## src/rtl/hrkm_queue.sv

```systemverilog
// Two-entry request queue between the front end and the event sequencer.
`timescale 1ns / 1ps

module hrkm_queue #(
  parameter int WIDTH = 57
) (
  input  logic             clk,
  input  logic             rst_n,
  input  logic             push,
  input  logic [WIDTH-1:0] push_data,
  output logic             full,
  input  logic             pop,
  output logic             not_empty,
  output logic [WIDTH-1:0] head
);
  logic [WIDTH-1:0] mem_r [2];
  logic             wr_ptr_r, wr_ptr_nxt;
  logic             rd_ptr_r, rd_ptr_nxt;
  logic [1:0]       cnt_r, cnt_nxt;
  logic             do_push, do_pop;

  assign full      = (cnt_r == 2'd2);
  assign not_empty = (cnt_r != 2'd0);
  assign head      = mem_r[rd_ptr_r];
  assign do_push   = push && !full;
  assign do_pop    = pop && not_empty;

  always_comb begin
    wr_ptr_nxt = wr_ptr_r ^ do_push;
    rd_ptr_nxt = rd_ptr_r ^ do_pop;
    cnt_nxt    = cnt_r + {1'b0, do_push} - {1'b0, do_pop};
  end

  always_ff @(posedge clk) begin
    if (!rst_n) begin
      wr_ptr_r <= 1'b0;
      rd_ptr_r <= 1'b0;
      cnt_r    <= 2'd0;
    end else begin
      wr_ptr_r <= wr_ptr_nxt;
      rd_ptr_r <= rd_ptr_nxt;
      cnt_r    <= cnt_nxt;
    end
  end

  always_ff @(posedge clk) begin
    if (do_push) begin
      mem_r[wr_ptr_r] <= push_data;
    end
  end

endmodule

```

## config.mk

```make
export PLATFORM = sky130hd
export DESIGN_NAME = hrkm_queue
export DESIGN_NICKNAME = d
export VERILOG_FILES = /design/src/rtl/hrkm_queue.sv
export SDC_FILE = /design/constraint.sdc
export NUM_CORES = 1
export LEC_CHECK = 0
export BUFFER_PORTS_ARGS = -buffer_cell sky130_fd_sc_hd__buf_4
export CAP_MARGIN = 20
export CORE_MARGIN = 3
export CORE_UTILIZATION = 43
export CTS_CLUSTER_SIZE = 14
export DETAILED_ROUTE_END_ITERATION = 6
export GPL_ROUTABILITY_DRIVEN = 0
export HOLD_SLACK_MARGIN = 0.15
export PLACE_DENSITY = 0.78
export SYNTH_ARGS = -nofsm -noshare
export SYNTH_HDL_FRONTEND = slang
export SYNTH_SLANG_ARGS = --single-unit
```

## constraint.sdc

```tcl
create_clock -name clk -period 2.7 [get_ports clk]
set_clock_uncertainty 0.1 [all_clocks]
set_input_delay 0.54 -clock clk [delete_from_list [all_inputs] [get_ports clk]]
set_output_delay 0.54 -clock clk [all_outputs]
set_load 0.005 [all_outputs]
```

### Yosys cells after proc, flatten, opt, wreduce, memory -nomap -nowiden

Memory sizes are Yosys's and may differ from the RTL's. A register that Yosys moved wholly into a read port is not among the register bits.
Cells that the tools add are included.

| cells by class | value |
|---|---|
| $add $sub $neg | 2 |
| eq/ne operators | 1 |
| mux-type cells | 3 |
| bitwise logic cells | 2 |
| reduce and logical (&&, ||, !) cells | 4 |

Operators with widths:

| cell | count |
|---|---|
| $mux 1 | 3 |
| $add 2x1->2 | 1 |
| $eq 2x2->1 const B | 1 |
| $logic_and 1x1->1 | 2 |
| $reduce_bool 2->1 | 1 |
| $sub 2x1->2 | 1 |
| $xor 1x1->1 | 2 |
| $logic_not 1->1 | 1 |

| word-level totals | value |
|---|---|
| register bits after elaboration | 4 |
| memory bits (writable) | 114 |
| output and inout port bits | 59 |
| memories | 1 |

Memories:

| memory | words | width | rd ports | clocked after memory_dff | wr ports | RTL line | RTL |
|---|---|---|---|---|---|---|---|
| mem_r | 2 | 57 | 1 | 1 | 1 | 16 | `logic [WIDTH-1:0] mem_r [2];` |

### Depth between registers and ports, before layout

| depth | value |
|---|---|
| word-level depth | 5 |
| depth in mapped cells | 7 |
| gate-level depth less buffers | 7 |

### Least setup slack after synthesis

OpenSTA, ideal clock, no wires.

| timing | value |
|---|---|
| path type | input to register |
| from | in push |
| to | mem mem_r[1][0], enable pin |
| arrival time | 2.070 ns |
| data required time | 2.179 ns |
| setup slack | 0.109 ns |
| stages | 2 |
| path buffers | 0 |
| path through | and2_1 ha_1 |

| between the ends | value |
|---|---|
| longest elaborated chain between the ends | 3 |

Ends and longest elaborated chain:

| item | RTL line | RTL |
|---|---|---|
| start, declared | 9 | `input logic push,` |
| $logic_and 1x1->1 | 25 | `assign do_push = push && !full;` |
| $mux 1 | 47 | `if (do_push) begin` |
| $mux 1 (implied by the code) | 48 | `mem_r[wr_ptr_r] <= push_data;` |
| end, declared | 16 |  |

Every way passes these cells.

==> metrics <==
status completed; Fin. Hold Viols 0; post-route ant nets 0; first drt pass iteration count 4; sw power 1.44 mW; Power Dens Cells 907 mW/mm²; post-cts sizing count 0; Clk network pwr share 37.5%; syn avg cell area 22.3 µm²; Hold Slack 196 ps; most common cell after layout, fill and taps aside buf_4; Slew Limit Headroom 75.5%; Area growth syn-to-layout 50.6%; HPWL after DPL 4920 µm; Syn Nets 267; H-tree depth reported by CTS 4; DR iter-0 viols 101; Root Buffer clkbuf_8; die area 0.0117 mm²; std cell rows 36; die height 108 µm; Gate power share 22.5%; sequential area share after synthesis 78.4%; Vias/cell 4.60; total routed wirelength 8520 µm; Synth cell types 16; vias in the first global route 2709; clk sinks 119; first-pass GRT wire length 13100 µm; Cells after DPL 453; r2r setup slk 1010 ps; Fin Setup TNS 0 ps; Post-route DRC 0; Gate Count Post-Synth 202; final setup margin 202 ps; P_int 4.70 mW; Hold Crit Class in -> reg; pre-CTS setup slack 718 ps; Overflow after GRT 0; RSZ-0062 raised after global routing no; CTS tree built; final critical-path required period 2500 ps; layout cell share with drive strength beyond 1 52.6%; Max Fclk 400 MHz; post-synthesis sequential element count 119; nets 461; IO Count 120; fraction of power consumed by sequential logic 40.0%; final core utilization 68.0%; CTS max path bufs 2; Vias 2495; DR WL/cell 15.7 µm; core area 0.00995 mm²; Switching Fraction 23.4%; final instance area 0.00677 mm²; Slew Viols, Final 0; Setup Viol. Count Final 0; CP Data Required Time 2060 ps; CP arrival 1860 ps; clk_lat worst skew 500 ps; commonest non-fill, non-tap cells in the layout buf_4, edfxtp_1, dlygate4sd3_1, mux2_4, mux2_2; maximum vdd drop 0.698 mV; n_diodes 0; Tot Pwr 6.14 mW; IO buf count 119; initial core utilization 45.2%; worst-path fanout max 23; largest net degree at the start of global routing 58; initial antenna violation count 0; endpoint class of the critical path output pin; die width 108 µm; # Max-Cap Violations 0; Clk pin slew, worst setup/hold paths 60 ps; Post-Synthesis Cell Area 0.00450 mm²; Worst Tran Pin Value 367 ps; Inserted Clock Buffers 17; Ys Warns 0; Layout Cells excl Fill 542; global-route usage over all layers 15.1%; leakage power 2.64 nW; dpl cell area 0.00558 mm²; crit start category flip-flop; fin crit share 92.5%; CP Class reg -> out
Yosys cell counts:
master	instances	area share, %
buf_6	4	1.0
xnor3_1	1	0.50
buf_2	2	0.22
o21a_1	1	0.17
edfxtp_1	114	76
inv_1	3	0.25
and2_1	2	0.28
mux2_4	30	10
or2_2	1	0.14
mux2i_1	2	0.45
mux2_2	27	6.8
nor2b_1	2	0.28
nand2_1	2	0.17
dfxtp_1	5	2.2
nand2b_1	2	0.28
ha_1	4	1.1
cell type report:
class	count	area, µm²
sequential	119	3530
fill	629	3180
clock buffer	17	414
timing repair buffer	181	1540
clock inverter	15	201
inverter	3	11.3
tap	133	166
multi-input combinational	74	911
power by group through the flow:
stage | Clock (mW) | Sequential [mW] | Combinational, mW
final | 2.30 | 2.46 | 1.38
after global placement | 0 | 2.48 | 1.31
after global routing | 2.43 | 2.49 | 1.49
after floorplan | 0 | 2.44 | 0.754
after CTS | 2.34 | 2.46 | 1.40
after detailed placement | 0 | 2.50 | 1.32
kinds of logic after synthesis:
| family | synth area share (%) |
|---|---|
| DFF | 78.4 |
| muxes | 17.2 |
| buffers and inverters | 1.48 |
| and+or+nand+nor | 1.14 |
| adders and majority gates | 1.11 |
| AOI/OAI and AO/OA | 0.167 |
| xor gates and xnor gates | 0.501 |
worst max-delay path, cell delays in order, from the launching register on:
cell,delay (ps)
dfxtp_4,580
buf_4,280
mux2_2,350
buf_4,130
repair_timing:
| item | CTS | global route |
|---|---|---|
| endpoints found under the hold margin | 114 | 0 |
| buffers inserted | 0 | 0 |
| hold buffers | 57 | 0 |
per-layer routing:
layer | global-route usage [%] | vias up | wire length, µm
met2 | 26.1 | 101 | 4420
met1 | 16.9 | 1201 | 3400
met5 | 0 | - | 0
li1 | - | 1179 | -
met4 | 6.49 | 0 | 153
met3 | 5.37 | 14 | 550
worst paths after layout:
| check | from | to | depth (start not counted) |
|---|---|---|---|
| setup / recovery | flip-flop | head[4] | 3 |
| hold / removal | rst_n | cnt_r[0] | 2 |
| setup reg to reg | cnt_r[0] | mem_r[1][32] | 4 |
| hold reg to reg | rd_ptr_r | flip-flop | 2 |
state kept, by name, summed over array words and instances (netlist names), named ones only:
name,flops
mem_r,114
cnt_r,2
rd_ptr_r,1
wr_ptr_r,1
(Power assumes the default switching activity.)
