**config.mk**
```make
export PLATFORM = sky130hd
export DESIGN_NAME = hrkm_back
export DESIGN_NICKNAME = d
export VERILOG_FILES = /design/src/rtl/hrkm_pkg.sv /design/src/rtl/hrkm_back.sv
export SDC_FILE = /design/constraint.sdc
export NUM_CORES = 1
export LEC_CHECK = 0
export BUFFER_PORTS_ARGS = -buffer_cell sky130_fd_sc_hd__buf_4
export CAP_MARGIN = 20
export CELL_PAD_IN_SITES_DETAIL_PLACEMENT = 1
export CELL_PAD_IN_SITES_GLOBAL_PLACEMENT = 1
export CORE_AREA = 5 5 152 118
export CTS_BUF_LIST = sky130_fd_sc_hd__clkbuf_4 sky130_fd_sc_hd__clkbuf_8 sky130_fd_sc_hd__clkbuf_16
export DETAILED_ROUTE_END_ITERATION = 6
export DIE_AREA = 0 0 157 123
export GPL_ROUTABILITY_DRIVEN = 0
export PLACE_DENSITY = 0.95
export SETUP_SLACK_MARGIN = 0.05
export SLEW_MARGIN = 0
export SYNTH_ARGS = -nofsm -noshare
export SYNTH_HDL_FRONTEND = slang
export SYNTH_SLANG_ARGS = --single-unit
```
**constraint.sdc**
```tcl
create_clock -name clk -period 7.9 [get_ports clk]
set_clock_uncertainty 0.2 [all_clocks]
set_input_delay 1.58 -clock clk [delete_from_list [all_inputs] [get_ports clk]]
set_output_delay 1.58 -clock clk [all_outputs]
set_load 0.02 [all_outputs]
```
**src/rtl/hrkm_pkg.sv**
```systemverilog
// Package with the shared types, constants and usage translation for the key-matrix translator.
`timescale 1ns / 1ps

package hrkm_pkg;

  localparam logic [7:0] SHIFT_BITS   = 8'h22;
  localparam logic [7:0] CONTROL_BITS = 8'h11;
  localparam logic [7:0] USAGE_STAR   = 8'h25;
  localparam logic [7:0] USAGE_COLON  = 8'h33;
  localparam logic [7:0] USAGE_PAUSE  = 8'h45;
  localparam logic [7:0] USAGE_SCROLL = 8'h48;
  localparam logic [7:0] USAGE_DELETE = 8'h4c;
  localparam logic [7:0] CODE_SHIFTED = 8'h48;
  localparam logic [3:0] MAX_EVENTS   = 4'd14;

  typedef enum logic [1:0] {
    EV_KEY     = 2'd0,
    EV_BREAK   = 2'd1,
    EV_CHOOSER = 2'd2
  } ev_kind_t;

  typedef struct packed {
    logic       valid;
    ev_kind_t   kind;
    logic [2:0] row;
    logic [3:0] col;
    logic       pressed;
  } ev_t;

  typedef enum logic [2:0] {
    ST_IDLE,
    ST_RELEASE,
    ST_SHIFT,
    ST_CTRL,
    ST_PRESS,
    ST_FLUSH
  } st_t;

  // Row in the high nibble, column in the low nibble; zero means unmapped.
  function automatic logic [7:0] usage_code(input logic [7:0] u);
    logic [7:0] c;
    unique case (u)
      8'h04: c = 8'h41;  8'h05: c = 8'h64;  8'h06: c = 8'h52;  8'h07: c = 8'h32;
      8'h08: c = 8'h22;  8'h09: c = 8'h43;  8'h0a: c = 8'h53;  8'h0b: c = 8'h54;
      8'h0c: c = 8'h25;  8'h0d: c = 8'h45;  8'h0e: c = 8'h46;  8'h0f: c = 8'h56;
      8'h10: c = 8'h65;  8'h11: c = 8'h55;  8'h12: c = 8'h36;  8'h13: c = 8'h37;
      8'h14: c = 8'h10;  8'h15: c = 8'h33;  8'h16: c = 8'h51;  8'h17: c = 8'h23;
      8'h18: c = 8'h35;  8'h19: c = 8'h63;  8'h1a: c = 8'h21;  8'h1b: c = 8'h42;
      8'h1c: c = 8'h44;  8'h1d: c = 8'h61;
      8'h1e: c = 8'h30;  8'h1f: c = 8'h31;  8'h20: c = 8'h11;  8'h21: c = 8'h12;
      8'h22: c = 8'h13;  8'h23: c = 8'h34;  8'h24: c = 8'h24;  8'h25: c = 8'h15;
      8'h26: c = 8'h26;  8'h27: c = 8'h27;
      8'h28: c = 8'h49;  8'h29: c = 8'h70;  8'h2a: c = 8'h59;  8'h2b: c = 8'h60;
      8'h2c: c = 8'h62;  8'h2d: c = 8'h57;  8'h2e: c = 8'h17;  8'h2f: c = 8'h38;
      8'h30: c = 8'h58;  8'h31: c = 8'h78;  8'h33: c = 8'h47;  8'h34: c = 8'h48;
      8'h35: c = 8'h28;  8'h36: c = 8'h66;  8'h37: c = 8'h67;  8'h38: c = 8'h68;
      8'h39: c = 8'h40;
      8'h3a: c = 8'h71;  8'h3b: c = 8'h72;  8'h3c: c = 8'h73;  8'h3d: c = 8'h14;
      8'h3e: c = 8'h74;  8'h3f: c = 8'h75;  8'h40: c = 8'h16;  8'h41: c = 8'h76;
      8'h42: c = 8'h77;  8'h43: c = 8'h20;
      8'h49: c = 8'h69;  8'h4c: c = 8'h59;  8'h4f: c = 8'h79;  8'h50: c = 8'h19;
      8'h51: c = 8'h29;  8'h52: c = 8'h39;
      default: c = 8'h00;
    endcase
    return c;
  endfunction

  // Turns one usage into at most one event.
  function automatic ev_t usage_event(input logic [7:0] u, input logic [7:0] mods,
                                      input logic down);
    ev_t        e;
    logic [7:0] c;
    e = '0;
    e.kind = EV_KEY;
    c = usage_code(u);
    if (u == 8'h00) begin
      e.valid = 1'b0;
    end else if ((u == USAGE_PAUSE || u == USAGE_SCROLL) && down) begin
      e.valid = 1'b1;
      e.kind  = EV_BREAK;
    end else if (u == USAGE_DELETE) begin
      e.valid = down;
      e.kind  = EV_CHOOSER;
    end else begin
      if ((mods & SHIFT_BITS) != 8'h00 && (u == USAGE_STAR || u == USAGE_COLON)) begin
        c = CODE_SHIFTED;
      end
      e.valid   = (c != 8'h00);
      e.row     = c[6:4];
      e.col     = c[3:0];
      e.pressed = down;
    end
    return e;
  endfunction

endpackage

```
**src/rtl/hrkm_back.sv**
```systemverilog
// Event sequencer: walks one job slot by slot, holds key state and drives the result register.
`timescale 1ns / 1ps

module hrkm_back #(
  parameter int KEY_SLOTS = 6
) (
  input  logic                     clk,
  input  logic                     rst_n,
  input  logic                     q_not_empty,
  input  logic [KEY_SLOTS*8+8:0]   q_head,
  output logic                     q_pop,
  output logic                     out_valid,
  input  logic                     out_stall,
  output logic [1:0]               out_event_kind,
  output logic [2:0]               out_matrix_row,
  output logic [3:0]               out_matrix_column,
  output logic                     out_pressed,
  output logic                     out_last_event
);
  import hrkm_pkg::*;

  localparam int IW = (KEY_SLOTS > 1) ? $clog2(KEY_SLOTS) : 1;

  st_t          state_r, state_nxt;
  logic [IW-1:0] idx_r;
  logic [3:0]   cnt_r;
  logic [7:0]   job_keys_r [KEY_SLOTS];
  logic [7:0]   job_mods_r;
  logic         job_shift_r;
  logic [7:0]   held_r [KEY_SLOTS];
  logic [7:0]   held_mods_r;
  ev_t          pend_r;
  logic         out_valid_r;
  ev_t          out_ev_r;
  logic         out_last_r;

  logic         scanning;
  logic         slot_last;
  logic         out_free;
  logic         step;
  logic         cand_ok;
  logic         out_load;
  logic         flush_done;
  logic         shift_was;
  logic         old_ctrl;
  logic         new_ctrl;
  logic         held_star;
  logic         in_other;
  logic [7:0]   u;
  ev_t          cand;

  assign scanning  = (state_r == ST_RELEASE) || (state_r == ST_SHIFT) ||
                     (state_r == ST_CTRL) || (state_r == ST_PRESS);
  assign slot_last = (idx_r == IW'(KEY_SLOTS - 1));
  assign out_free  = !out_valid_r || !out_stall;
  assign cand_ok   = cand.valid && (cnt_r < MAX_EVENTS);
  // A new event needs the pending slot free, or the pending one must move on.
  assign step      = !cand_ok || !pend_r.valid || out_free;
  assign flush_done = (state_r == ST_FLUSH) && (!pend_r.valid || out_free);
  assign out_load  = pend_r.valid && out_free &&
                     ((scanning && cand_ok) || (state_r == ST_FLUSH));
  assign q_pop     = (state_r == ST_IDLE) && q_not_empty;

  always_comb begin
    held_star = 1'b0;
    for (int i = 0; i < KEY_SLOTS; i++) begin
      if (held_r[i] == USAGE_STAR) begin
        held_star = 1'b1;
      end
    end
  end

  assign shift_was = ((held_mods_r & SHIFT_BITS) != 8'h00) && !held_star;
  assign old_ctrl  = (held_mods_r & CONTROL_BITS) != 8'h00;
  assign new_ctrl  = (job_mods_r & CONTROL_BITS) != 8'h00;

  // Releases look for the old usage among the new keys, presses the reverse.
  always_comb begin
    u = (state_r == ST_RELEASE) ? held_r[idx_r] : job_keys_r[idx_r];
    in_other = 1'b0;
    for (int i = 0; i < KEY_SLOTS; i++) begin
      if ((state_r == ST_RELEASE) ? (job_keys_r[i] == u) : (held_r[i] == u)) begin
        in_other = 1'b1;
      end
    end
  end

  always_comb begin
    unique case (state_r)
      ST_IDLE:    state_nxt = q_not_empty ? ST_RELEASE : ST_IDLE;
      ST_RELEASE: state_nxt = (step && slot_last) ? ST_SHIFT : ST_RELEASE;
      ST_SHIFT:   state_nxt = step ? ST_CTRL : ST_SHIFT;
      ST_CTRL:    state_nxt = step ? ST_PRESS : ST_CTRL;
      ST_PRESS:   state_nxt = (step && slot_last) ? ST_FLUSH : ST_PRESS;
      ST_FLUSH:   state_nxt = flush_done ? ST_IDLE : ST_FLUSH;
      default:    state_nxt = ST_IDLE;
    endcase
  end

  always_comb begin
    cand = '0;
    cand.kind = EV_KEY;
    unique case (state_r)
      ST_RELEASE: begin
        if (u != 8'h00 && !in_other) begin
          cand = usage_event(u, held_mods_r, 1'b0);
        end
      end
      ST_SHIFT: begin
        cand.valid   = (shift_was != job_shift_r);
        cand.pressed = job_shift_r;
      end
      ST_CTRL: begin
        cand.valid   = (old_ctrl != new_ctrl);
        cand.col     = 4'd1;
        cand.pressed = new_ctrl;
      end
      ST_PRESS: begin
        if (u != 8'h00 && !in_other) begin
          cand = usage_event(u, job_mods_r, 1'b1);
        end
      end
      default: cand = '0;
    endcase
  end

  always_ff @(posedge clk) begin
    if (!rst_n) begin
      state_r     <= ST_IDLE;
      idx_r       <= '0;
      cnt_r       <= 4'd0;
      pend_r      <= '0;
      out_valid_r <= 1'b0;
      held_mods_r <= 8'h00;
      for (int i = 0; i < KEY_SLOTS; i++) begin
        held_r[i] <= 8'h00;
      end
    end else begin
      state_r <= state_nxt;
      if (q_pop) begin
        idx_r <= '0;
        cnt_r <= 4'd0;
      end else if ((state_r == ST_RELEASE || state_r == ST_PRESS) && step) begin
        idx_r <= slot_last ? '0 : idx_r + 1'b1;
      end
      if (scanning && step && cand_ok) begin
        cnt_r  <= cnt_r + 4'd1;
        pend_r <= cand;
      end else if (flush_done) begin
        pend_r.valid <= 1'b0;
      end
      if (out_load) begin
        out_valid_r <= 1'b1;
      end else if (!out_stall) begin
        out_valid_r <= 1'b0;
      end
      if (flush_done) begin
        held_mods_r <= job_mods_r;
        for (int i = 0; i < KEY_SLOTS; i++) begin
          held_r[i] <= job_keys_r[i];
        end
      end
    end
  end

  always_ff @(posedge clk) begin
    if (q_pop) begin
      job_shift_r <= q_head[0];
      job_mods_r  <= q_head[8:1];
      for (int i = 0; i < KEY_SLOTS; i++) begin
        job_keys_r[i] <= q_head[9 + i*8 +: 8];
      end
    end
    if (out_load) begin
      out_ev_r   <= pend_r;
      out_last_r <= (state_r == ST_FLUSH);
    end
  end

  assign out_valid         = out_valid_r;
  assign out_event_kind    = out_ev_r.kind;
  assign out_matrix_row    = out_ev_r.row;
  assign out_matrix_column = out_ev_r.col;
  assign out_pressed       = out_ev_r.pressed;
  assign out_last_event    = out_last_r;

  a_idle_no_pending: assert property (@(posedge clk) disable iff (!rst_n)
    (state_r == ST_IDLE) |-> !pend_r.valid)
    else $error("pending event left behind at end of request");

  a_count_capped: assert property (@(posedge clk) disable iff (!rst_n)
    cnt_r <= MAX_EVENTS)
    else $error("event count beyond limit");

  a_fresh_count: assert property (@(posedge clk) disable iff (!rst_n)
    (state_r == ST_RELEASE && $past(state_r) == ST_IDLE) |-> (cnt_r == 4'd0 && idx_r == '0))
    else $error("sequencer did not restart cleanly");

endmodule

```
# Word level (Yosys, flattened, before mapping)
# Memory sizes are Yosys's and may differ from the RTL's. A register that Yosys moved wholly into a read port is not among the register bits.
# Index checks and enable logic that the tools add are counted.
# totals
ff_bits,46
latchBits,0
word_cells,185
ram_bits,96
mem_bits_ro,1792
output_inout_bits,13
n_memories,4
in_bits,61
# mem_list
memory,words,word_bits,rd,rd_ports_with_merged_regs,wr,line,text
(name not given),128,7,1,0,0,hrkm_pkg.sv:42,unique case (u)
(name not given),128,7,1,0,0,hrkm_pkg.sv:42,
held_r,6,8,7,1,6,hrkm_back.sv:30,logic [7:0] held_r [KEY_SLOTS];
job_keys_r,6,8,7,1,6,hrkm_back.sv:27,logic [7:0] job_keys_r [KEY_SLOTS];
# classes
n_addsub,2
n_eq_ne,32
shifts,0
div,0
magnitude_cmp,1
mux,79
bitwise_logic,7
n_reduce_logical,43
multipliers,0
# ops
op,n
8-bit 2-to-1 mux,23
8-bit == test,12
"8-bit by 6-bit == test with 1-bit output, second input constant",8
8-bit nonzero test,7
1-bit 2-to-1 mux,35
"8-bit by 7-bit == test with 1-bit output, second input constant",3
3-bit 2-to-1 mux,8
11-bit 2-to-1 mux,2
10-bit 2-to-1 mux,2
3-bit case mux with 6 select lines,1
1-bit logical AND,14
4-bit case mux with 3 select lines,1
1-bit logical OR,11
5-bit case mux with 2 select lines,1
"3-bit == test, second input constant",3
8-bit zero test,1
4-bit 2-to-1 mux,2
1-bit case mux with 4 select lines,2
"3-bit by 2-bit == test with 1-bit output, second input constant",2
1-bit zero test,6
1-bit OR,6
"4-bit by 1-bit adder with 4-bit output, second input constant",1
"4-bit < comparator, second input constant",1
2-bit 2-to-1 mux,2
8 further kinds,10

# Longest topological paths before layout
# depth
depth_word,27
ltp_mapped,21
depth_no_buf,15

# Least setup slack after synthesis
# No wires, ideal clock.
# synth_path
path_kind,flip-flop to flip-flop
startpoint,register (tool-made name)
endpoint,register out_ev_r (netlist bit out_event_kind[0]) (enable)
t_arrival_ps,4215
setup_ps,383
t_required_ps,7317
synth_period_minus_slack_ps,4797
path_stages_with_launch,19
path_buffers,4
path_slack_ps,3103
cell_sequence,dfxtp_1 > buf_6 > buf_12 > buf_8 > mux4_1 > mux2_2 > mux2_4 > buf_6 > inv_1 > ha_1 > a21oi_1 > nand3_1 > a311oi_2 > a2bb2oi_1 > nand4b_1 > o21ai_2 > nand2_1 > o21ai_0 > a21oi_1
# synth_lines
item,line,text
to (signal assigned),hrkm_back.sv:175,out_ev_r <= pend_r;
to (decl),hrkm_back.sv:34,ev_t out_ev_r;

# Final worst setup path
# layout_path
startpoint,register state_r[1]
endpoint,register out_ev_r (netlist bit out_matrix_row[1]) (enable)
# layout_via
elab_chain_cells,21
word_cells_on_any_way,75
cone_classes,eq/ne (22); mux (34); reduce/logical (17); memory (2)
# layout_rtl
item,line,text
from (decl),hrkm_back.sv:24,"st_t state_r, state_nxt;"
from (signal assigned),hrkm_back.sv:139,state_r <= state_nxt;
branches (longest 19 deep; another with memory read 128 x 7 bit),--,
1-bit logical OR (*),hrkm_back.sv:61,((scanning && cand_ok) || (state_r == ST_FLUSH));
1-bit logical AND (*),hrkm_back.sv:60,assign out_load = pend_r.valid && out_free &&
net out_load,hrkm_back.sv:42,logic out_load;
# Mark *: on every way through the listed nets, which the timed path passes. The select of a mux whose other input is x is not followed.
# A chain may end at the register's enable or synchronous reset.

==> impl_metrics.tcl <==
set metrics [dict create \
    status "finished clean" \
    maxSlewHeadroom_pct 35.1 \
    synthDistinctLibCells 80 \
    synth-seq-cells 141 \
    netlist_area_um2 8450 \
    post_cts_buffers 0 \
    final.period_utilization_pct 86.5 \
    power.total_mw 2.10 \
    cts.sinks 141 \
    path_clk_slew_ns 0.07 \
    cts_tree "done" \
    crit_top_cell "nand2_1" \
    p_per_area_nw_per_um2 219 \
    dieArea_um2 19300 \
    min_period_ns 6.83 \
    grt_max_degree 55 \
    grt_pass1_vias 7167 \
    fin_area_um2 9580 \
    yosys.area.top_type "edfxtp_1" \
    finalNonFillerCells 1001 \
    placementRows 41 \
    reg2reg_to "out_matrix_row[1]" \
    slowest_stage "or3b_1" \
    finalNetCount 848 \
    r2r_cells 14 \
    port_buffers 69 \
    die_h_um 123 \
    drt_pass1_iterations 6 \
    detail-route-antenna-nets 0 \
    vias 6905 \
    min_from "pend_r[9]" \
    synth_ff_type "edfxtp_1" \
    hpwl_um 17600 \
    fin_setup_tns_ns 0 \
    p_leak_nw 3.43 \
    coreArea_um2 16400 \
    syn_nets 802 \
    hold_viol 0 \
    wirelength_um 26100 \
    hold_depth 0 \
    cts_root_buffer "clkbuf_16" \
    avgSynthCellArea_um2 11.6 \
    dp.cells 970 \
    synth_edf_count 112 \
    endpoint_kind "flip-flop" \
    grt_pass1_wl_um 40700 \
    diodes 0 \
    rsz0062_at_grt "false" \
    yosysWarnings 0 \
    die_x_um 157 \
    cts_made_buffers 17 \
    drive_gt1_share_pct 19.7 \
    tightest_slew_ns 0.971 \
    r2r_slack_ns 1.07 \
    clk_path_buf_depth 2 \
    hp-class "flip-flop to flip-flop" \
    critPathMaxFanout 21 \
    max-cap-violations 0 \
    critPathRequiredTime_ns 7.75 \
    ys_async_sr_fraction_pct 0 \
    r2r_start "state_r[1]" \
    dpl_cell_area_um2 9000 \
    critical_path.cell_chain "or3b_1 > mux2_2 > nand2_1 > nand2_1 > inv_1 > ha_1 > a21oi_1 > a221oi_1 > nor3_1 > nand4b_1 > o21ai_2 > nand2_1 > o21ai_0 > a21oi_1" \
    vias_per_cell 6.90 \
    post-place-ws_ns 1.40 \
    cp_top_family "simple AND/OR/NAND/NOR gates" \
    ir_drop_mv 0.185 \
    wire_per_inst_um 26.1 \
    io_pins 74 \
    worstSkewPairLatency_ns 0.44 \
    holdPathEnd "out_event_kind[1]" \
    setup_slack_ns 1.07 \
    critPathKind "flip-flop to flip-flop" \
    cp-start-kind "flip-flop" \
    ctsHoldBuffers 0 \
    htree_levels 4 \
    fill_cells 1682 \
    yosysSeqAreaShare_pct 46.7 \
    drc_errors 0 \
    syn_to_final_growth_pct 13.4 \
    yosys-top-cells-area "edfxtp_1, mux2i_1, dfxtp_1, mux4_2, xnor2_1" \
    start_util_pct 51.6 \
    worstPathArrival_ns 6.69 \
    setup_viol 0 \
    synth_top_area_share_pct 39.8 \
    cpPeakStageDelay_ns 0.81 \
    drt_iter0_drc 1039 \
    grt_antenna_before_repair 0 \
    drv_slew 0 \
    synthCells 729 \
    fmax_ghz 0.146 \
    grt_use_total_pct 27.6 \
    cts-resized-gates 0 \
    grt_overflow 0 \
    crit_buf_inv 1 \
]
## sequential cells by signal (all words and copies together), names as in the netlist, named ones only
| signal | cells |
|---|---|
| pend_r | 11 |
| held_r | 48 |
| held_mods_r | 4 |
| job_keys_r | 48 |
| out_event_kind | 2 |
| cnt_r | 4 |
| out_pressed | 1 |
| idx_r | 3 |
| out_matrix_column | 4 |
| job_mods_r | 4 |
| state_r | 3 |
| job_shift_r | 1 |
| out_valid | 1 |
| out_last_event | 1 |
| out_matrix_row | 3 |
## cells in the mapped netlist, types with 5 or more instances
cell type  number
a211o_1         7
a211oi_1        5
a21o_1          5
a21oi_1        37
a22o_1          5
a31oi_1         7
and2_1         51
and3_1          9
buf_2          19
buf_6           7
clkbuf_1       16
dfxtp_1        29
edfxtp_1      112
ha_1           12
inv_1          11
mux2_2          6
mux2i_1        59
mux4_2         21
nand2_1        42
nand2b_1        5
nand3_1        20
nand4_1        12
nor2_1         36
nor3_1          8
nor4_1          7
nor4bb_1        6
o2111ai_1       8
o211ai_1        8
o21ai_0        27
or3_1           5
xnor2_1        38
xor2_1          9
## worst max-delay path by stage
| stage | startpoint | to | slack, ns | depth (start not counted) |
|---|---|---|---|---|
| after CTS | state_r[1] | out_matrix_row[2] | 1.34 | 14 |
| after detailed placement | state_r[1] | out_matrix_row[1] | 1.40 | 14 |
| after floorplan | flip-flop | out_event_kind[0] | 3.10 | 18 |
| after global routing | state_r[1] | out_matrix_column[0] | 0.80 | 14 |
| final | state_r[1] | out_matrix_row[1] | 1.07 | 14 |
| after global placement | state_r[1] | out_matrix_column[2] | 1.76 | 14 |
## where the power goes
part           internal (mW)  switching, mW  leakage (nW)
sequential             0.834         0.0295          1.34
combinational          0.164          0.272          1.81
clock                  0.469          0.331         0.278
## worst reg2reg max path: cells and delay by family, from the launching register on
| family | cells | cell delay, ns |
|---|---|---|
| AND/OR/NAND/NOR | 6 | 2.52 |
| AO/OA/AOI/OAI | 5 | 1.49 |
| flip-flops | 1 | 0.77 |
| buffers and inverters | 1 | 0.74 |
| multiplexers | 1 | 0.48 |
| adder cells (fa/ha/maj) | 1 | 0.25 |
## per-layer routing
metal	track usage (%)	share of wire [%]
met5	0	0
met4	14.3	5.1
met3	5.98	8.6
met2	46.1	48
met1	33.8	38
## cell type report
type                            count  area, µm²  share of cell area [%]
Sequential cell                   141       3940                    41.2
Multi-Input combinational cell    525       4160                    43.4
Inverter                           13       48.8                   0.509
Timing Repair Buffer               77        588                    6.14
Clock inverter                     12        140                    1.46
Tap cell                          215        269                    2.81
Clock buffer                       18        433                    4.52
## placed cells by master (no fill, tap or decap), types with 21 or more instances in the layout
cell type	synthesis	layout
xnor2_1	38	38
o21ai_0	27	27
edfxtp_1	112	112
a21oi_1	37	37
nor2_1	36	36
nand2_1	42	42
and2_1	51	51
dfxtp_1	29	29
buf_4	4	75
mux4_2	21	21
mux2i_1	59	58
## through the flow
stage | utilization [%] | hold slack (ns)
finish | 58.5 | 0.233
global route | 58.5 | 0.241
CTS | 58.5 | 0.231
detailed placement | 55.0 | 0.216
global placement | 55.0 | 0.219
floorplan | - | 0.208
## logic make-up (layout without fill, tap and decap cells)
| group | after synthesis | count (layout) | synth area share, % |
|---|---|---|---|
| adder cells (fa/ha/maj) | 12 | 12 | 1.78 |
| AND/OR/NAND/NOR | 227 | 227 | 15.2 |
| AO/OA/AOI/OAI | 147 | 147 | 12.5 |
| buffers and inverters | 63 | 120 | 4.21 |
| multiplexers | 89 | 89 | 14.1 |
| XOR/XNOR | 50 | 50 | 5.45 |
| flip-flops | 141 | 141 | 46.7 |
Power figures use the tool's default switching activity.
